### config.mk
export PLATFORM = sky130hd
export DESIGN_NAME = avcc_record_nal_locator_top
export DESIGN_NICKNAME = d
export VERILOG_FILES = /design/src/avcc_nal_pkg.sv /design/src/avcc_record_nal_locator_top.sv
export SDC_FILE = /design/constraint.sdc
export NUM_CORES = 1
export LEC_CHECK = 0
export ABC_CLOCK_PERIOD_IN_PS = 12100
export CORE_UTILIZATION = 50
export CTS_CLUSTER_DIAMETER = 30
export DETAILED_ROUTE_END_ITERATION = 6
export DONT_BUFFER_PORTS = 1
export PLACE_DENSITY = 0.66
export SETUP_SLACK_MARGIN = 0.05
export SKIP_CTS_REPAIR_TIMING = 1
export SLEW_MARGIN = 30
export SYNTH_ARGS = -nofsm -noshare
export SYNTH_HDL_FRONTEND = slang
export SYNTH_SLANG_ARGS = --single-unit
export TNS_END_PERCENT = 50
### constraint.sdc
create_clock -name clk -period 12.1 [get_ports clk]
set_input_delay 0.605 -clock clk [delete_from_list [all_inputs] [get_ports clk]]
set_output_delay 0.605 -clock clk [all_outputs]
set_load 0.1 [all_outputs]
### src/avcc_nal_pkg.sv
`default_nettype none

package avcc_nal_pkg;

    localparam int HEADER_BYTES = 5;
    localparam int LENGTH_BITS  = 16;
    localparam int BYTE_BITS    = 8;

    // Low five bits of the sixth byte carry the SPS count
    localparam logic [BYTE_BITS-1:0] SPS_COUNT_MASK = 8'h1f;

    localparam logic [2:0] PH_IDLE      = 3'd0;
    localparam logic [2:0] PH_HEADER    = 3'd1;
    localparam logic [2:0] PH_SPS_COUNT = 3'd2;
    localparam logic [2:0] PH_LEN_HI    = 3'd3;
    localparam logic [2:0] PH_LEN_LO    = 3'd4;
    localparam logic [2:0] PH_DATA      = 3'd5;
    localparam logic [2:0] PH_PPS_COUNT = 3'd6;
    localparam logic [2:0] PH_DONE      = 3'd7;

    localparam logic [1:0] END_NONE   = 2'd0;
    localparam logic [1:0] END_NORMAL = 2'd1;
    localparam logic [1:0] END_TRUNC  = 2'd2;

    typedef struct packed {
        logic [2:0] phase;
        logic [1:0] end_code;
    } move_t;

    // Pick what follows once the byte at pos has been consumed.
    function automatic move_t move_on(
        input logic [LENGTH_BITS-1:0] pos,
        input logic [BYTE_BITS-1:0]   units,
        input logic                   kind,
        input logic [LENGTH_BITS-1:0] total
    );
        move_t                  mv;
        logic [LENGTH_BITS+1:0] nxt;
        logic [LENGTH_BITS+1:0] tot;
        nxt = (LENGTH_BITS+2)'(pos) + (LENGTH_BITS+2)'(1);
        tot = (LENGTH_BITS+2)'(total);
        mv.phase    = PH_DONE;
        mv.end_code = END_NORMAL;
        if (units != '0)
        begin
            if (nxt + (LENGTH_BITS+2)'(1) >= tot)
            begin
                mv.end_code = END_TRUNC;
            end
            else
            begin
                mv.phase    = PH_LEN_HI;
                mv.end_code = END_NONE;
            end
        end
        else if (!kind)
        begin
            if (nxt >= tot)
            begin
                mv.end_code = END_TRUNC;
            end
            else
            begin
                mv.phase    = PH_PPS_COUNT;
                mv.end_code = END_NONE;
            end
        end
        return mv;
    endfunction

endpackage

`default_nettype wire

### src/avcc_record_nal_locator_top.sv
// A result is registered: an accepted byte lands in the input register, and its result
// loads into the result register when that byte advances out of the input register.
// Throughput: one byte per cycle; the per-byte work is one counter update and a
// compare between the two registers. Input stalls only while a result waits.
// Reset (rst_n low, asynchronous): parser idle, counters cleared, no result pending.
`default_nettype none

module avcc_record_nal_locator_top
    import avcc_nal_pkg::*;
(
    input  wire logic        clk,
    input  wire logic        rst_n,
    input  wire logic        s_axis_tvalid,
    output logic             s_axis_tready,
    input  wire logic [23:0] s_axis_tdata,  // data_byte[7:0], record_length[23:8]
    input  wire logic        s_axis_tuser,  // first_byte
    output logic             m_axis_tvalid,
    input  wire logic        m_axis_tready,
    output logic [31:0]      m_axis_tdata,  // unit_offset[15:0], unit_size[31:16]
    output logic [2:0]       m_axis_tuser,  // unit_found, unit_kind, truncated
    output logic             m_axis_tlast   // parse_done
);

    localparam int LB = LENGTH_BITS;

    logic                 in_valid_reg;
    logic [BYTE_BITS-1:0] in_byte_reg;
    logic                 in_first_reg;
    logic [LB-1:0]        in_len_reg;
    logic                 advance;

    logic [2:0]           phase_reg, phase_next;
    logic [LB-1:0]        pos_reg, pos_next;
    logic [LB-1:0]        total_reg, total_next;
    logic [BYTE_BITS-1:0] units_reg, units_next;
    logic [BYTE_BITS-1:0] lenhi_reg, lenhi_next;
    logic [LB-1:0]        skip_reg, skip_next;
    logic                 kind_reg, kind_next;

    logic                 found;
    logic                 f_kind;
    logic [LB-1:0]        f_off;
    logic [LB-1:0]        f_size;
    logic [1:0]           end_code;
    move_t                mv;

    logic [LB-1:0]        pos_inc;
    logic [LB-1:0]        size_w;
    logic [LB:0]          start_w;
    logic [LB:0]          room_w;
    logic [BYTE_BITS-1:0] units_dec;
    logic [LB-1:0]        skip_dec;

    logic                 out_valid_reg;
    logic                 out_found_reg;
    logic                 out_kind_reg;
    logic [LB-1:0]        out_off_reg;
    logic [LB-1:0]        out_size_reg;
    logic                 out_done_reg;
    logic                 out_trunc_reg;

    assign advance       = in_valid_reg && (!out_valid_reg || m_axis_tready);
    assign s_axis_tready = !in_valid_reg || advance;

    always_ff @(posedge clk or negedge rst_n)
    begin
        if (!rst_n)
        begin
            in_valid_reg <= 1'b0;
        end
        else if (s_axis_tready)
        begin
            in_valid_reg <= s_axis_tvalid;
        end
    end

    always_ff @(posedge clk)
    begin
        if (s_axis_tready && s_axis_tvalid)
        begin
            in_byte_reg  <= s_axis_tdata[BYTE_BITS-1:0];
            in_len_reg   <= s_axis_tdata[BYTE_BITS+LB-1:BYTE_BITS];
            in_first_reg <= s_axis_tuser;
        end
    end

    assign pos_inc   = pos_reg + LB'(1);
    assign size_w    = {lenhi_reg, in_byte_reg};
    assign start_w   = (LB+1)'(pos_inc) + (LB+1)'(1);
    assign room_w    = (LB+1)'(total_reg) - start_w;
    assign units_dec = units_reg - BYTE_BITS'(1);
    assign skip_dec  = skip_reg - LB'(1);

    always_comb
    begin
        phase_next = phase_reg;
        pos_next   = pos_reg;
        total_next = total_reg;
        units_next = units_reg;
        lenhi_next = lenhi_reg;
        skip_next  = skip_reg;
        kind_next  = kind_reg;
        found      = 1'b0;
        f_kind     = 1'b0;
        f_off      = '0;
        f_size     = '0;
        end_code   = END_NONE;
        mv         = '{phase: PH_DONE, end_code: END_NONE};

        if (in_first_reg)
        begin
            // restart on any first byte
            total_next = in_len_reg;
            pos_next   = '0;
            units_next = '0;
            lenhi_next = '0;
            skip_next  = '0;
            kind_next  = 1'b0;
            phase_next = PH_HEADER;
            if (in_len_reg <= LB'(HEADER_BYTES))
            begin
                phase_next = PH_DONE;
                end_code   = END_TRUNC;
            end
            else if (HEADER_BYTES <= 1)
            begin
                phase_next = PH_SPS_COUNT;
            end
        end
        else if (phase_reg != PH_IDLE && phase_reg != PH_DONE)
        begin
            pos_next = pos_inc;
            unique case (phase_reg)
                PH_HEADER:
                begin
                    if ((LB+1)'(pos_inc) + (LB+1)'(1) >= (LB+1)'(HEADER_BYTES))
                    begin
                        phase_next = PH_SPS_COUNT;
                    end
                end
                PH_SPS_COUNT:
                begin
                    units_next = in_byte_reg & SPS_COUNT_MASK;
                    kind_next  = 1'b0;
                    mv         = move_on(pos_inc, in_byte_reg & SPS_COUNT_MASK, 1'b0,
                                         total_reg);
                    phase_next = mv.phase;
                    end_code   = mv.end_code;
                end
                PH_PPS_COUNT:
                begin
                    units_next = in_byte_reg;
                    kind_next  = 1'b1;
                    mv         = move_on(pos_inc, in_byte_reg, 1'b1, total_reg);
                    phase_next = mv.phase;
                    end_code   = mv.end_code;
                end
                PH_LEN_HI:
                begin
                    lenhi_next = in_byte_reg;
                    phase_next = PH_LEN_LO;
                end
                PH_LEN_LO:
                begin
                    units_next = units_dec;
                    if ((LB+1)'(size_w) > room_w)
                    begin
                        // unit overruns the record: drop the rest of this list
                        units_next = '0;
                        mv         = move_on(pos_inc, '0, kind_reg, total_reg);
                        phase_next = mv.phase;
                        end_code   = mv.end_code;
                    end
                    else
                    begin
                        found  = 1'b1;
                        f_kind = kind_reg;
                        f_off  = start_w[LB-1:0];
                        f_size = size_w;
                        if (size_w != '0)
                        begin
                            skip_next  = size_w;
                            phase_next = PH_DATA;
                            if (kind_reg && units_dec == '0)
                            begin
                                phase_next = PH_DONE;
                                end_code   = END_NORMAL;
                            end
                        end
                        else
                        begin
                            mv         = move_on(pos_inc, units_dec, kind_reg, total_reg);
                            phase_next = mv.phase;
                            end_code   = mv.end_code;
                        end
                    end
                end
                PH_DATA:
                begin
                    skip_next = skip_dec;
                    if (skip_dec == '0)
                    begin
                        mv         = move_on(pos_inc, units_reg, kind_reg, total_reg);
                        phase_next = mv.phase;
                        end_code   = mv.end_code;
                    end
                end
                default:
                begin
                    phase_next = PH_DONE;
                end
            endcase
        end
    end

    always_ff @(posedge clk or negedge rst_n)
    begin
        if (!rst_n)
        begin
            phase_reg     <= PH_IDLE;
            pos_reg       <= '0;
            total_reg     <= '0;
            units_reg     <= '0;
            lenhi_reg     <= '0;
            skip_reg      <= '0;
            kind_reg      <= 1'b0;
            out_valid_reg <= 1'b0;
        end
        else
        begin
            if (out_valid_reg && m_axis_tready)
            begin
                out_valid_reg <= 1'b0;
            end
            if (advance)
            begin
                phase_reg <= phase_next;
                pos_reg   <= pos_next;
                total_reg <= total_next;
                units_reg <= units_next;
                lenhi_reg <= lenhi_next;
                skip_reg  <= skip_next;
                kind_reg  <= kind_next;
                if (found || end_code != END_NONE)
                begin
                    out_valid_reg <= 1'b1;
                end
            end
        end
    end

    always_ff @(posedge clk)
    begin
        if (advance && (found || end_code != END_NONE))
        begin
            out_found_reg <= found;
            out_kind_reg  <= f_kind;
            out_off_reg   <= f_off;
            out_size_reg  <= f_size;
            out_done_reg  <= (end_code != END_NONE);
            out_trunc_reg <= (end_code == END_TRUNC);
        end
    end

    assign m_axis_tvalid = out_valid_reg;
    assign m_axis_tdata  = {out_size_reg, out_off_reg};
    assign m_axis_tuser  = {out_trunc_reg, out_kind_reg, out_found_reg};
    assign m_axis_tlast  = out_done_reg;

    a_trunc_ends: assert property (@(posedge clk) disable iff (!rst_n)
        (m_axis_tvalid && m_axis_tuser[2]) |-> m_axis_tlast)
        else $error("truncated result without parse_done");

    a_empty_result: assert property (@(posedge clk) disable iff (!rst_n)
        (m_axis_tvalid && !m_axis_tuser[0]) |-> (m_axis_tdata == '0 && !m_axis_tuser[1]))
        else $error("result without a unit carries nonzero unit fields");

    a_done_holds: assert property (@(posedge clk) disable iff (!rst_n)
        (phase_reg == PH_DONE && !(advance && in_first_reg)) |=> (phase_reg == PH_DONE))
        else $error("parser left done without a first byte");

    a_found_in_record: assert property (@(posedge clk) disable iff (!rst_n)
        (advance && found) |-> ((LB+1)'(f_off) + (LB+1)'(f_size) <= (LB+1)'(total_reg)))
        else $error("reported unit extends past the record");

endmodule

`default_nettype wire
==> flow_summary_export.csv, run 1 <==
group,metric,value,unit
status,status,"finished, violations left",
status,violations,"design-rule violations",
pwr,p_leak,0.004160,µW
setup_path,worstSetupEndpointType,"flop",
pwr,powerDensity,196.6,mW/mm²
placement,dpl.hpwl,18.13,mm
cts,cts_tree,"done",
floorplan,start_util,50.92,%
cts,clock-sinks,131,
layout,drive_gt1_share,9.249,%
global_routing,grt.overflow.total,0,
synth,synth_xor_xnor_area_share,5.272,%
setup_path,worstPathRequired,12.19,ns
cts,clock_latency,0.43,ns
synth,yosysWarningCount,0,
routing,vias,7881,
setup_path,worstSetupPathType,"flop to flop",
sta,period_minus_slack,8.460,ns
setup_path,path_max_fanout,25,
sta,final-hold-violation-count,0,
layout,nFillCells,1652,
synth,synth_top_area_share,19.30,%
synth,synth_top_flop_cell,"dfrtp_1",
cts,cts_buffers,17,
setup_path,startpoint,"pos_reg[0]",
synth,synth_area_leader_cell,"edfxtp_1",
floorplan,dieWidth,139.8,µm
placement,portBuffers,0,
routing,ant_nets,0,
sta,drv_slew,0,
layout,final_nets,1123,
global_routing,grt_pass1_wl,39.50,mm
setup_path,arrival,8.55,ns
setup_path,r2r-start,"pos_reg[0]",
synth,synth.most_common_cell,"nand2_1",
placement,place_congestion,1.012,
cts,h-tree-depth,4,
synth,synth_top_family_by_area,"simple AND/OR/NAND/NOR gates",
synth,synth_cell_types,95,
sta,tightest_slew,0.9428,ns
cts,clk_pin_slew,0.07,ns
synth,yosys.area_share.simple,22.35,%
global_routing,grt_start_max_net_pins,71,
routing,firstDrtPassIters,7,
sta,final-setup-viol-count,0,
synth,synth_edf_count,61,
layout,final_util,54.99,%
floorplan,die-area,0.01954,mm²
sta,fmax,118.2,MHz
synth,syn-num-nets,1146,
synth,synthMuxAreaShare,2.109,%
synth,ys_seq_area_share,37.75,%
synth,synth_fa_ha_area_share,9.174,%
global_routing,grtUsageTotal,26.08,%
min_path,hp-class,"input pin to asynchronous set/reset pin",
global_routing,antenna_found_initial,0,
routing,wire_per_inst,19.40,µm
job,maxCapViolations,0,
pwr,vdd_drop_max,0.1751,mV
layout,antenna_cells,0,
floorplan,io_pins,67,
sta,post-route-period-util,69.92,%
cts,root_buffer,"clkbuf_16",
setup_path,worst_path_max_delay_cell,"dfrtp_1",
synth,synthArstFlopShare,53.44,%
setup_path,reg2reg_setup_slack,3.64,ns
setup_path,path_common_cell,"o21ai_0",
floorplan,coreArea,0.01864,mm²
sta,fin_skew,0.01395,ns
synth,avgSynthCellArea,9.058,µm²
synth,synth_cells,1048,
synth,synth-seq-cells,131,
layout,syn2layout_area_growth,8.000,%
routing,drc,1,
floorplan,num_rows,50,
routing,dr.first_iter.drc_count,758,
floorplan,die_y,139.8,µm
synth,synth_area_leaders,"edfxtp_1 19%, dfrtp_1 18%, ha_1 9.0%",
sta,rsz0062_at_grt,"false",
sta,maxSlewHeadroom,37.00,%
routing,viasPerCell,6.196,
routing,drt-total-wl,24.68,mm
sta,tns,0,ns
setup_path,slowest_delay,0.73,ns
global_routing,grt_pass1_vias,7237,
cts,clk_path_buf_depth,2,
synth,syn-cell-area,0.009493,mm²
synth,synth-compound-area-share,18.11,%
synth,synthTopCellsByCount,"100 x nand2_1, 96 x nor2_1, 85 x o21ai_0",
setup_path,crit_path_start_kind,"flop",
==> stage by stage <==
step | cell area (µm²) | cells | hold slack, ns | power [µW] | setup slack, ns
final | 10250 | 1272 | 0.02078 | 2016 | 3.640
after global routing | 10250 | 1272 | 0.08726 | 2143 | 2.653
after CTS | 10220 | 1271 | -0.1423 | 2002 | 3.722
after detailed placement | 9585 | 1239 | 0.3145 | 1436 | 3.782
after global placement | 9584 | 1239 | 0.3142 | 1425 | 4.046
after floorplan | 9493 | 1048 | 0.3094 | 1248 | 3.308
==> kinds of logic (layout without fill, tap and decap cells) <==
logic type | after synthesis | in the layout
AO/OA/AOI/OAI | 263 | 263
XOR/XNOR | 52 | 52
adder cells (fa/ha/maj) | 69 | 69
buffers and inverters | 114 | 104
flip-flops | 131 | 131
multiplexers | 18 | 18
AND/OR/NAND/NOR | 401 | 401
==> report_power, final <==
group / total [µW] / switching [µW] / internal (µW) / leakage [µW]
Clock: 563 / 205 / 358 / 0.000299
Combinational: 793 / 481 / 312 / 0.00237
Sequential: 660 / 129 / 531 / 0.00150
Total: 2020 / 815 / 1200 / 0.00416
==> metal layers <==
metal	routed length, µm	up-vias	track usage (%)
met5	0	-	0
met2	10920	291	39.89
met1	11580	3775	37.41
met4	449	0	7.461
li1	-	3778	-
met3	1734	37	5.058
==> critical path: cells and delay by family, from the launching register on <==
kind                       cells  cell delay, ns
buffers and inverters          4            1.11
AOI/OAI and AO/OA             16            3.45
and+or+nand+nor                2            0.78
muxes                          1            0.12
xor gates and xnor gates       2            0.66
adders and majority gates      3            1.24
DFF                            1            0.73
==> placed cells by master (no fill, tap or decap), types with 16 or more instances in the layout <==
cell type / n
o21ai_0: 84
nand3_1: 32
nand2_1: 100
dfrtp_1: 70
clkbuf_16: 18
nor3_1: 24
ha_1: 68
a21oi_1: 48
nor2_1: 96
xnor2_1: 34
nor4_1: 20
and2_1: 23
edfxtp_1: 61
inv_1: 58
mux2_2: 16
==> final timing paths <==
check                                   to  cells past startpoint
min reg2reg                   total_reg[0]                      1
max in group asynchronous     skip_reg[12]                      1
max                        out_off_reg[10]                     28
min                             pos_reg[3]                      1
min in group clk            in_byte_reg[5]                      0
max reg2reg                out_off_reg[10]                     28
==> cell type report <==
type / count / area (µm²) / area share (%)
Timing Repair Buffer: 5 / 57.56 / 0.5614
Sequential cell: 131 / 3583 / 34.95
Tap cell: 234 / 292.8 / 2.856
Inverter: 67 / 251.5 / 2.453
Multi-Input combinational cell: 803 / 5428 / 52.94
Clock buffer: 21 / 461.7 / 4.503
Clock inverter: 11 / 177.7 / 1.733
Note: power is estimated with default switching activity, not from simulation.
==> run 2: changes to the inputs <==
ABC_CLOCK_PERIOD_IN_PS = 8360   (was 12100)
clock period = 8.36 ns   (was 12.1 ns; I/O delays follow)
==> run 2 against run 1 <==
The run now ends clean. First-iteration DRC count is 8.4% higher. Via count fell by 0.82%. Maximum frequency rose by 15%. Global-route usage increased by 0.49 points. Sequential share of layout area barely moved. Clock-buffer cell count decreased by 4. Utilization about the same. Critical path depth unchanged. Critical endpoint is now out_off_reg[4]. Largest cell class unchanged.
==> flow_summary_export.csv, run 2 (synthesis gave the netlist of run 1 again) <==
group,metric,value,unit
pwr,p_leak,0.004161,µW
cts,root_buffer,"clkbuf_16",
status,status,"finished clean",
setup_path,reg2reg_setup_slack,0.99,ns
setup_path,r2r-start,"pos_reg[1]",
cts,cts_buffers,17,
min_path,hp-class,"input pin to flop",
placement,portBuffers,0,
pwr,vdd_drop_max,0.1608,mV
floorplan,start_util,50.92,%
pwr,clkPwrFrac,26.1,%
pwr,swShare,41.67,%
floorplan,num_rows,50,
min_path,min_from,"s_axis_tdata[20]",
setup_path,worstSetupEndpointType,"flop",
cts,clock-sinks,131,
pwr,p_comb_share,40.4,%
floorplan,die_y,139.8,µm
routing,dr.first_iter.drc_count,822,
floorplan,die-area,0.01954,mm²
setup_path,crit_path_start_kind,"flop",
cts,h-tree-depth,4,
routing,ant_nets,0,
routing,wire_per_inst,19.29,µm
layout,syn2layout_area_growth,7.909,%
cts,clk_pin_slew,0.06,ns
setup_path,path_max_fanout,26,
cts,clk_path_buf_depth,2,
sta,maxSlewHeadroom,36.59,%
layout,final_common_cell,"nand2_1",
setup_path,worstPathRequired,8.45,ns
layout,final_nets,1129,
sta,final-hold-violation-count,0,
sta,post-route-period-util,88.15,%
global_routing,grt.overflow.total,0,
global_routing,grt_pass1_vias,7223,
sta,fmax,135.7,MHz
setup_path,arrival,7.46,ns
setup_path,reg2reg_depth,28,
sta,period_minus_slack,7.370,ns
setup_path,path_common_cell,"o21ai_0",
cts,cts_tree,"done",
pwr,pwr-share-seq,33.5,%
routing,drt-total-wl,24.65,mm
sta,tightest_slew,0.9489,ns
global_routing,grt_start_max_net_pins,71,
job,maxCapViolations,0,
cts,clock_latency,0.43,ns
routing,firstDrtPassIters,5,
layout,antenna_cells,0,
routing,drc,0,
setup_path,worstSetupPathType,"flop to flop",
global_routing,antenna_found_initial,0,
placement,dpl-instance-area,0.009623,mm²
routing,viasPerCell,6.116,
sta,tns,0,ns
min_path,hold-path-endpoint,"in_len_reg[12]",
layout,final_area,0.01024,mm²
sta,rsz0062_at_grt,"false",
floorplan,coreArea,0.01864,mm²
global_routing,grt_pass1_wl,40.06,mm
placement,dpl.hpwl,18.25,mm
setup_path,worst_path_max_delay_cell,"dfrtp_1",
pwr,internal_power,1666,µW
pwr,switching_power,1190,µW
layout,final_cell_mix,"100 x nand2_1, 96 x nor2_1, 84 x o21ai_0, 69 x dfrtp_1, 67 x ha_1",
sta,drv_slew,0,
setup_path,r2r-end,"out_off_reg[4]",
floorplan,io_pins,67,
setup_path,startpoint,"pos_reg[1]",
sta,fin_skew,0.01112,ns
sta,final-setup-viol-count,0,
setup_path,slowest_delay,0.60,ns
global_routing,grtUsageTotal,26.57,%
pwr,powerDensity,278.8,mW/mm²
placement,place_congestion,0.9555,
routing,vias,7816,
min_path,min_path_cells,0,
floorplan,dieWidth,139.8,µm
setup_path,critPathBufInv,4,
layout,drive_gt1_share,10.15,%
setup_path,critical_path.top_delay_family,"compound AO/OA/AOI/OAI gates",
==> run 2: worst max path at each step <==
| stage | end | slack [ns] | cells past startpoint |
|---|---|---|---|
| detailed placement | out_off_reg[0] | 0.73 | 28 |
| finish | out_off_reg[4] | 0.99 | 28 |
| CTS | out_off_reg[2] | 0.67 | 28 |
| global route | out_off_reg[4] | 0.26 | 31 |
| floorplan | m_axis_tlast | 0.69 | 28 |
| global placement | out_off_reg[0] | 0.93 | 28 |
==> run 2: cell type report <==
class,count,area (µm²)
fillers,1662,8399
clock inverters,15,153.9
repair buffers,11,105.1
clock buffers,17,425.4
well taps,234,292.8
flip-flops and latches,131,3585
inverters,67,251.5
multi-input cells,803,5430
==> run 2: metal layers <==
layer  vias to the layer above  global-route usage [%]  part of all wire (%)
met2                       283                   38.63                    43
met5                         -                       0                     0
met3                        33                   5.953                   6.8
met1                      3719                   38.65                    48
met4                         0                   9.196                   2.3
li1                       3781                       -                     -
==> run 2: power groups by stage <==
stage          clock network, µW  logic, µW  registers [µW]
2_1_floorplan                  0        945             863
3_3_place_gp                   0       1110             960
3_5_place_dp                   0       1120             961
4_1_cts                      757       1130             949
5_1_grt                      783       1300             974
6_report                     747       1150             955
==> run 2: metrics by stage <==
stage                     instances  setup slack (ns)  util [%]  total power [µW]  hold WS, ns
after detailed placement       1244            0.7297     51.62              2085       0.1271
final                          1278            0.9904     54.95              2856      0.07959
after floorplan                1048            0.6894         -              1807       0.1224
after global routing           1278            0.2590     54.95              3061      0.06406
after CTS                      1276            0.6732     54.72              2837      -0.3338
after global placement         1244            0.9253     51.61              2074       0.1264
==> run 3: changes to the inputs <==
CORE_MARGIN = 8   (was default)
==> run 3 against run 2 <==
Die area up 21%. Global-route usage shrank 4.6 points. Register-to-register slack lost 0.15 ns. Sequential cell count unchanged. Design area rose by 0.84%. Sequential share of layout area is 0.29 points lower. Clock power is 14% higher. Cell count stayed put. First-iteration DRC count up 12%.
==> flow_summary_export.csv, run 3 (synthesis gave the netlist of run 1 again) <==
group,metric,value,unit
min_path,min_path_cells,0,
floorplan,die_y,153.8,µm
layout,syn2layout_area_growth,8.818,%
cts,clk_pin_slew,0.06,ns
setup_path,arrival,7.60,ns
global_routing,grt_pass1_wl,41.34,mm
layout,final_nets,1129,
cts,cts_tree,"done",
cts,h-tree-depth,4,
setup_path,worstSetupEndpointType,"flop",
cts,clock_latency,0.43,ns
global_routing,grtUsageTotal,21.99,%
sta,tightest_slew,1.021,ns
floorplan,start_util,50.92,%
sta,final-hold-violation-count,0,
setup_path,path_max_fanout,25,
sta,final-setup-viol-count,0,
floorplan,io_pins,67,
routing,vias,7978,
floorplan,num_rows,50,
routing,drt-total-wl,25.61,mm
sta,rsz0062_at_grt,"false",
pwr,p_leak,0.004195,µW
global_routing,grt_pass1_vias,7522,
routing,ant_nets,0,
sta,tns,0,ns
placement,dp.cells,1244,
global_routing,grt.overflow.total,0,
sta,fmax,132.9,MHz
pwr,power,2966,µW
floorplan,coreArea,0.01864,mm²
status,status,"finished clean",
layout,nFillCells,1646,
routing,wire_per_inst,20.04,µm
sta,maxSlewHeadroom,32.07,%
setup_path,reg2reg_depth,28,
global_routing,grt_start_max_net_pins,71,
placement,dpl.hpwl,18.70,mm
layout,antenna_cells,0,
global_routing,antenna_found_initial,0,
placement,dpl-instance-area,0.009623,mm²
cts,root_buffer,"clkbuf_16",
sta,drv_slew,0,
layout,final_area,0.01033,mm²
routing,viasPerCell,6.243,
routing,drc,0,
floorplan,die-area,0.02365,mm²
sta,post-route-period-util,89.99,%
setup_path,crit_path_start_kind,"flop",
setup_path,worstSetupPathType,"flop to flop",
setup_path,worst_path_max_delay_cell,"dfrtp_1",
placement,place_congestion,0.9859,
routing,firstDrtPassIters,6,
layout,final_cells,1278,
routing,dr.first_iter.drc_count,924,
layout,final_common_cell,"nand2_1",
pwr,vdd_drop_max,0.1763,mV
pwr,powerDensity,287.1,mW/mm²
placement,portBuffers,0,
setup_path,worstPathRequired,8.44,ns
layout,drive_gt1_share,9.866,%
sta,period_minus_slack,7.523,ns
cts,clock-sinks,131,
min_path,hp-class,"input pin to flop",
job,maxCapViolations,0,
setup_path,path_common_cell,"o21ai_0",
cts,cts_buffers,17,
floorplan,dieWidth,153.8,µm
sta,fin_skew,0.01248,ns
cts,clk_path_buf_depth,2,
setup_path,slowest_delay,0.60,ns
layout,final_cell_mix,"100 x nand2_1, 96 x nor2_1, 84 x o21ai_0, 69 x dfrtp_1, 67 x ha_1",
run 3: cell count changes in the layout (fill, tap and decap cells not counted):
cell	change
bufinv_16	+4
clkbuf_1	+2
clkinv_1	+1
clkinv_2	-4
clkinv_4	+3
clkinvlp_4	-1
inv_6	-5
run 3: per-stage QoR:
| step | util (%) | hold slack [ns] | worst slack [ns] |
|---|---|---|---|
| 2_1_floorplan | - | 0.1224 | 0.6894 |
| 3_3_place_gp | 51.61 | 0.1252 | 0.8274 |
| 3_5_place_dp | 51.62 | 0.1250 | 0.5850 |
| 4_1_cts | 55.19 | -0.3303 | 0.5468 |
| 5_1_grt | 55.41 | 0.06417 | 0.05988 |
| 6_report | 55.41 | 0.08411 | 0.8368 |
run 3: report_power, final:
group / leakage, µW / total [µW] / internal, µW / switching, µW
clock: 0.000311 / 851 / 559 / 292
combinational: 0.00239 / 1160 / 457 / 699
sequential: 0.00149 / 959 / 769 / 190
total: 0.00420 / 2970 / 1780 / 1180
run 3: cell type report:
cell class	instances	area [µm²]	share of cell area (%)
clock inverter	13	232.7	2.253
timing repair buffer	11	105.1	1.017
tap	234	292.8	2.834
clock buffer	19	432.9	4.191
inverter	67	251.5	2.435
sequential	131	3585	34.70
multi-input combinational	803	5430	52.57
run 3: metal layers:
layer  global-route usage, %  part of all wire, %  wire, µm  vias to the layer above
met1                   31.21                   48     12180                     3832
met2                   32.64                   43     11130                      303
met5                       0                    0         0                        -
li1                        -                    -         -                     3794
met4                   7.326                  2.3       586                        0
met3                   4.709                  6.7      1723                       49
run 3: path summary, 6_finish.rpt:
| path | slack [ns] | start | end |
|---|---|---|---|
| worst max register to register | 0.84 | pos_reg[1] | out_found_reg |
| worst max-delay path | 0.84 | pos_reg[1] | out_found_reg |
| worst min-delay path | 0.08 | s_axis_tdata[12] | in_len_reg[4] |
| min in group asynchronous | 0.53 | rst_n | pos_reg[14] |
| worst min register to register | 0.48 | in_len_reg[0] | total_reg[0] |
| max in group asynchronous | 7.53 | rst_n | pos_reg[0] |
run 3: worst max-delay path, delay by kind of cell, from the launching register on:
family | cells | cell delay (ns)
AOI/OAI and AO/OA | 14 | 3.09
and+or+nand+nor | 6 | 1.25
adders and majority gates | 3 | 1.18
buffers and inverters | 4 | 0.86
DFF | 1 | 0.60
muxes | 1 | 0.15
